===== config.mk =====
export PLATFORM = sky130hd
export DESIGN_NAME = glgp_grain_seq
export DESIGN_NICKNAME = d
export VERILOG_FILES = /design/src/glgp_pkg.sv /design/src/glgp_grain_seq.sv
export SDC_FILE = /design/constraint.sdc
export NUM_CORES = 1
export LEC_CHECK = 0
export BUFFER_PORTS_ARGS = -buffer_cell sky130_fd_sc_hd__buf_2
export CORE_MARGIN = 8
export CORE_UTILIZATION = 40
export CTS_CLUSTER_SIZE = 12
export DETAILED_ROUTE_END_ITERATION = 12
export PLACE_DENSITY = 0.66
export REMOVE_ABC_BUFFERS = 1
export SLEW_MARGIN = 10
export SYNTH_ARGS = -nofsm -noshare
export SYNTH_HDL_FRONTEND = slang
export SYNTH_SLANG_ARGS = --single-unit

===== constraint.sdc =====
create_clock -name clk -period 8.9 [get_ports clk]
set_clock_uncertainty 0.15 [all_clocks]
set_input_delay 0.445 -clock clk [delete_from_list [all_inputs] [get_ports clk]]
set_output_delay 0.445 -clock clk [all_outputs]
set_load 0.03 [all_outputs]

===== src/glgp_pkg.sv =====
package glgp_pkg;

  localparam int BUFFER_DEPTH = 4096;
  localparam int ADDR_W       = $clog2(BUFFER_DEPTH);
  localparam int FILL_W       = $clog2(BUFFER_DEPTH + 1);
  localparam int SAMPLE_W     = 16;
  localparam int LEN_W        = 12;
  localparam int CFG_IDX_W    = 1;
  localparam int CFG_DATA_W   = 12;

  localparam logic [CFG_IDX_W-1:0] REG_ENABLE    = 1'd0;
  localparam logic [CFG_IDX_W-1:0] REG_GRAIN_LEN = 1'd1;

  typedef struct packed {
    logic                       we;
    logic [ADDR_W-1:0]          waddr;
    logic signed [SAMPLE_W-1:0] wdata;
    logic                       re;
    logic [ADDR_W-1:0]          raddr;
  } mem_req_t;

endpackage


===== src/glgp_grain_seq.sv =====
module glgp_grain_seq (
  input  logic                                 clk,
  input  logic                                 rst_n,
  input  logic                                 step,
  input  logic signed [glgp_pkg::SAMPLE_W-1:0] sample,
  input  logic [glgp_pkg::LEN_W-1:0]           grain_length,
  output glgp_pkg::mem_req_t                   req,
  output logic                                 play
);

  localparam logic [1:0] PH_IDLE = 2'd0;
  localparam logic [1:0] PH_PLAY = 2'd1;
  localparam logic [1:0] PH_SKIP = 2'd2;

  localparam int AW    = glgp_pkg::ADDR_W;
  localparam int CMP_W = (AW > glgp_pkg::LEN_W) ? AW : glgp_pkg::LEN_W;
  localparam logic [CMP_W-1:0] MAX_LEN = CMP_W'(glgp_pkg::BUFFER_DEPTH - 1);
  localparam logic [AW:0]      DEPTH_X = (AW+1)'(glgp_pkg::BUFFER_DEPTH);

  logic [1:0]    phase_r, phase_nxt;
  logic [AW-1:0] wpos_r, wpos_nxt;
  logic [AW-1:0] count_r, count_nxt;
  logic [AW-1:0] start_r, start_nxt;
  logic [AW-1:0] len_r, len_nxt;

  logic [CMP_W-1:0] len_ext;
  logic [AW-1:0]    len_sat;
  logic [AW:0]      start_diff;
  logic [AW:0]      idx_sum;
  logic [AW:0]      count_inc;
  logic             enter;
  logic             play_now;

  assign len_ext = {{(CMP_W-glgp_pkg::LEN_W){1'b0}}, grain_length};
  assign len_sat = (len_ext > MAX_LEN) ? AW'(MAX_LEN) : AW'(len_ext);
  assign enter   = (phase_r != PH_PLAY) && (phase_r != PH_SKIP);

  always_comb begin
    phase_nxt  = phase_r;
    count_nxt  = count_r;
    start_nxt  = start_r;
    len_nxt    = len_r;
    wpos_nxt   = wpos_r;
    play_now   = 1'b0;
    start_diff = '0;
    idx_sum    = '0;
    count_inc  = '0;
    if (step) begin
      wpos_nxt = (wpos_r == AW'(glgp_pkg::BUFFER_DEPTH - 1)) ? '0 : wpos_r + AW'(1);
      if (enter) begin
        start_diff = {1'b0, wpos_nxt} - {1'b0, len_sat};
        if (wpos_nxt < len_sat) begin
          start_diff = start_diff + DEPTH_X;
        end
        len_nxt   = len_sat;
        start_nxt = start_diff[AW-1:0];
        count_nxt = '0;
        phase_nxt = PH_PLAY;
      end
      if (phase_nxt == PH_PLAY) begin
        play_now  = count_nxt < len_nxt;
        idx_sum   = {1'b0, start_nxt} + {1'b0, count_nxt};
        if (idx_sum >= DEPTH_X) begin
          idx_sum = idx_sum - DEPTH_X;
        end
        count_inc = {1'b0, count_nxt} + (AW+1)'(play_now);
        if (count_inc >= {1'b0, len_nxt}) begin
          phase_nxt = PH_SKIP;
          count_nxt = '0;
        end else begin
          count_nxt = count_inc[AW-1:0];
        end
      end else begin
        count_inc = {1'b0, count_nxt} + (AW+1)'(1);
        if (count_inc >= {1'b0, len_nxt}) begin
          phase_nxt = PH_IDLE;
          count_nxt = '0;
        end else begin
          count_nxt = count_inc[AW-1:0];
        end
      end
    end
  end

  always_ff @(posedge clk) begin
    if (!rst_n) begin
      phase_r <= PH_IDLE;
      wpos_r  <= '0;
      count_r <= '0;
      start_r <= '0;
      len_r   <= '0;
    end else begin
      phase_r <= phase_nxt;
      wpos_r  <= wpos_nxt;
      count_r <= count_nxt;
      start_r <= start_nxt;
      len_r   <= len_nxt;
    end
  end

  always_comb begin
    req.we    = step;
    req.waddr = wpos_r;
    req.wdata = sample;
    req.re    = play_now;
    req.raddr = idx_sum[AW-1:0];
  end

  assign play = play_now;

endmodule


==> results.json <==
{
  "initial_core_util_pct": 40.66,
  "ys_ff_latch": 50,
  "synthArstFlopShare_pct": 0,
  "ys_warn_count": 0,
  "synth_edf_count": 0,
  "p_leak_nw": 2.451,
  "post-route-min-period_ns": 6.871,
  "clk_pin_slew_worst_paths_ns": 0.07,
  "synth.area.top_cells": "dfxtp_1 (21%), ha_1 (16%), nor2_1 (5.0%)",
  "vdd_drop_max_uv": 64.34,
  "status": "finished, final reports clean",
  "multi_input_area_um2": 3521,
  "fin_cells": 760,
  "htree_levels": 2,
  "gp_congestion": 0.8856,
  "hold_path_class": "reg -> reg",
  "fin_crit_sh_pct": 77.20,
  "path_class": "reg -> reg",
  "die_x_um": 126.3,
  "startpoint": "phase_r[0]",
  "cts-root-buf": "clkbuf_16",
  "cts_tree": "yes",
  "postCtsSetupRepairBufs": 0,
  "clock_sinks": 50,
  "grtUsageTotal_pct": 16.14,
  "routed_via_density": 5.775,
  "path_max_fanout": 38,
  "final-max-slew-violation-count": 0,
  "synth_compound_area_share_pct": 20.74,
  "synthMuxAreaShare_pct": 5.814,
  "crit_required_ns": 8.98,
  "syn2layout_area_growth_pct": 6.174,
  "max_slew_margin_pct": 19.75,
  "antenna_cells": 0,
  "syn_area_um2": 4863,
  "dominantRegCellSynth": "dfxtp_1",
  "final_nets": 706,
  "cts_buffers": 5,
  "cts_hold_buf": 0,
  "first_pass_iters": 5,
  "synth_xor_area_share_pct": 8.644,
  "endpoint_kind": "flip-flop",
  "max_cap_viol_count": 0,
  "synthTopCellsByCount": "nor2_1 (65), ha_1 (61), dfxtp_1 (50)",
  "setup_violations": 0,
  "rsz0062_at_grt": "false",
  "max_freq_mhz": 145.5,
  "vias": 4389,
  "drive_gt1_share_pct": 12.72,
  "antenna_found_initial": 0,
  "synth_top_cell_by_area": "dfxtp_1",
  "worst-slew-pin-transition_ns": 1.196,
  "grt_max_degree": 65,
  "arrival_ns": 6.95,
  "synth-simple-area-share_pct": 20.63,
  "synth.top_cell.area_share_pct": 20.58,
  "fill_cells": 1191,
  "synthDistinctLibCells": 62,
  "cts-resized-gates": 0,
  "die_h_um": 126.3,
  "core_area_um2": 11960,
  "syn-instance-count": 608,
  "place_inst": 752,
  "wirelength_um": 13080,
  "synth-seq-area-share_pct": 20.58,
  "synth-adder-area-share_pct": 16.52,
  "io_buffers": 41,
  "first_iter_violations": 257,
  "drc_errors": 0,
  "avgSynthCellArea_um2": 7.999,
  "grt_pass1_vias": 4341,
  "clock_latency_ns": 0.29,
  "pwr_density_cell_nw_per_um2": 132.6,
  "synth_top_family_by_area": "compound AO/OA/AOI/OAI gates",
  "ios": 74,
  "antenna_left": 0,
  "final.setup.tns_ns": 0,
  "rows": 40,
  "min_from": "start_r[6]",
  "synth.most_common_cell": "nor2_1",
  "grt_pass1_wl_um": 21180,
  "grt-ovfl-total": 0,
  "r2r-start": "phase_r[0]",
  "hpwlAfterDp_um": 9925,
  "wl_per_cell_um": 17.21,
  "dieArea_um2": 15940,
  "hold_violations": 0,
  "critPathLaunchType": "flip-flop",
  "clockBufferDepth": 2,
  "layout.area.seq_um2": 1001
}
[worst max-delay path: stages, from the launching register on]
cell and delay [ns]:
dfxtp_1 0.31, inv_1 0.07, ha_2 0.85, mux2i_1 0.45
ha_1 0.29, nor2b_1 0.13, o21a_1 0.16, o21a_1 0.16
o21ai_0 0.14, nand2_1 0.08, a221oi_1 0.33, o21a_1 0.19
ha_1 0.19, ha_1 0.19, nand3_1 0.23, nor2_1 0.28
nand3_1 0.13, xnor2_1 0.24, ha_1 0.29, a21o_1 0.18
a211oi_1 0.27, o211ai_2 0.13, o21ai_1 0.94, a22oi_1 0.24
a21oi_1 0.18
[layer usage]
metal | wire (µm) | global-route usage (%)
met5 | 0 | 0
met4 | 250 | 5.449
met3 | 696 | 3.291
met2 | 6315 | 28.36
met1 | 5813 | 19.09
[final cells by class]
cell class	count	share of cell area (%)
Clock buffer	7	2.762
Clock inverter	1	0.09692
Inverter	24	1.745
Multi-Input combinational cell	488	68.19
Sequential cell	50	19.38
Tap cell	147	3.562
Timing Repair Buffer	43	4.265
[sequential cells by signal, indices dropped and copies added (netlist names)]
name     count
count_r     12
len_r       12
start_r     12
wpos_r      12
phase_r      2
[where the power goes]
group / switching [mW] / total, mW / internal, mW / leakage (nW)
Sequential: 0.0106 / 0.249 / 0.238 / 0.411
Combinational: 0.146 / 0.238 / 0.0919 / 1.97
Clock: 0.0866 / 0.198 / 0.112 / 0.0739
Total: 0.243 / 0.685 / 0.442 / 2.45
[per-stage QoR]
stage | hold slack (ns) | instance area (µm²) | setup slack, ns | power, mW | util (%)
floorplan | 0.2838 | 4609 | 2.642 | 0.4239 | -
global placement | 0.3027 | 5016 | 2.362 | 0.4852 | 41.94
detailed placement | 0.3049 | 5016 | 2.072 | 0.4900 | 41.94
CTS | 0.3138 | 5164 | 2.058 | 0.6899 | 43.17
global route | 0.3541 | 5164 | 1.601 | 0.7274 | 43.17
finish | 0.3114 | 5164 | 2.029 | 0.6846 | 43.17
[logic make-up (layout without fill, tap and decap cells)]
logic type / count (synthesis) / in the layout
XOR/XNOR: 48 / 48
buffers and inverters: 70 / 75
flip-flops: 50 / 50
adder cells (fa/ha/maj): 63 / 63
multiplexers: 26 / 26
AO/OA/AOI/OAI: 148 / 148
AND/OR/NAND/NOR: 203 / 203
[path summary, 6_finish.rpt]
kind	endpoint	slack, ns	depth (start not counted)
setup / recovery	count_r[6]	2.03	24
hold reg to reg	start_r[6]	0.31	2
setup reg to reg	count_r[6]	2.03	24
hold / removal	start_r[6]	0.31	2
[layout by cell type (no fill, tap or decap), types with 4 or more instances in the layout]
cell       synthesis  layout
xnor2_1           23      23
xor2_1            25      25
buf_2              2      41
a31oi_1            6       6
nor2b_1           19      19
inv_1             22      22
mux2_2             8       8
nand2b_1           6       6
clkbuf_16          0       5
nand3_1           21      21
ha_1              61      60
nor3_1            10      10
nand2_1           40      40
a21oi_1           31      31
nor2_1            65      65
a211oi_1          21      21
nand4b_1           4       4
o21ai_1            5       5
o21ai_0           30      30
dfxtp_1           50      50
nand4_1            5       5
and3_1             9       9
mux2i_1           17      17
a21o_1            16      16
o21a_1             5       5
or2_2              5       5
No activity file was read; power rests on OpenSTA's default activity.
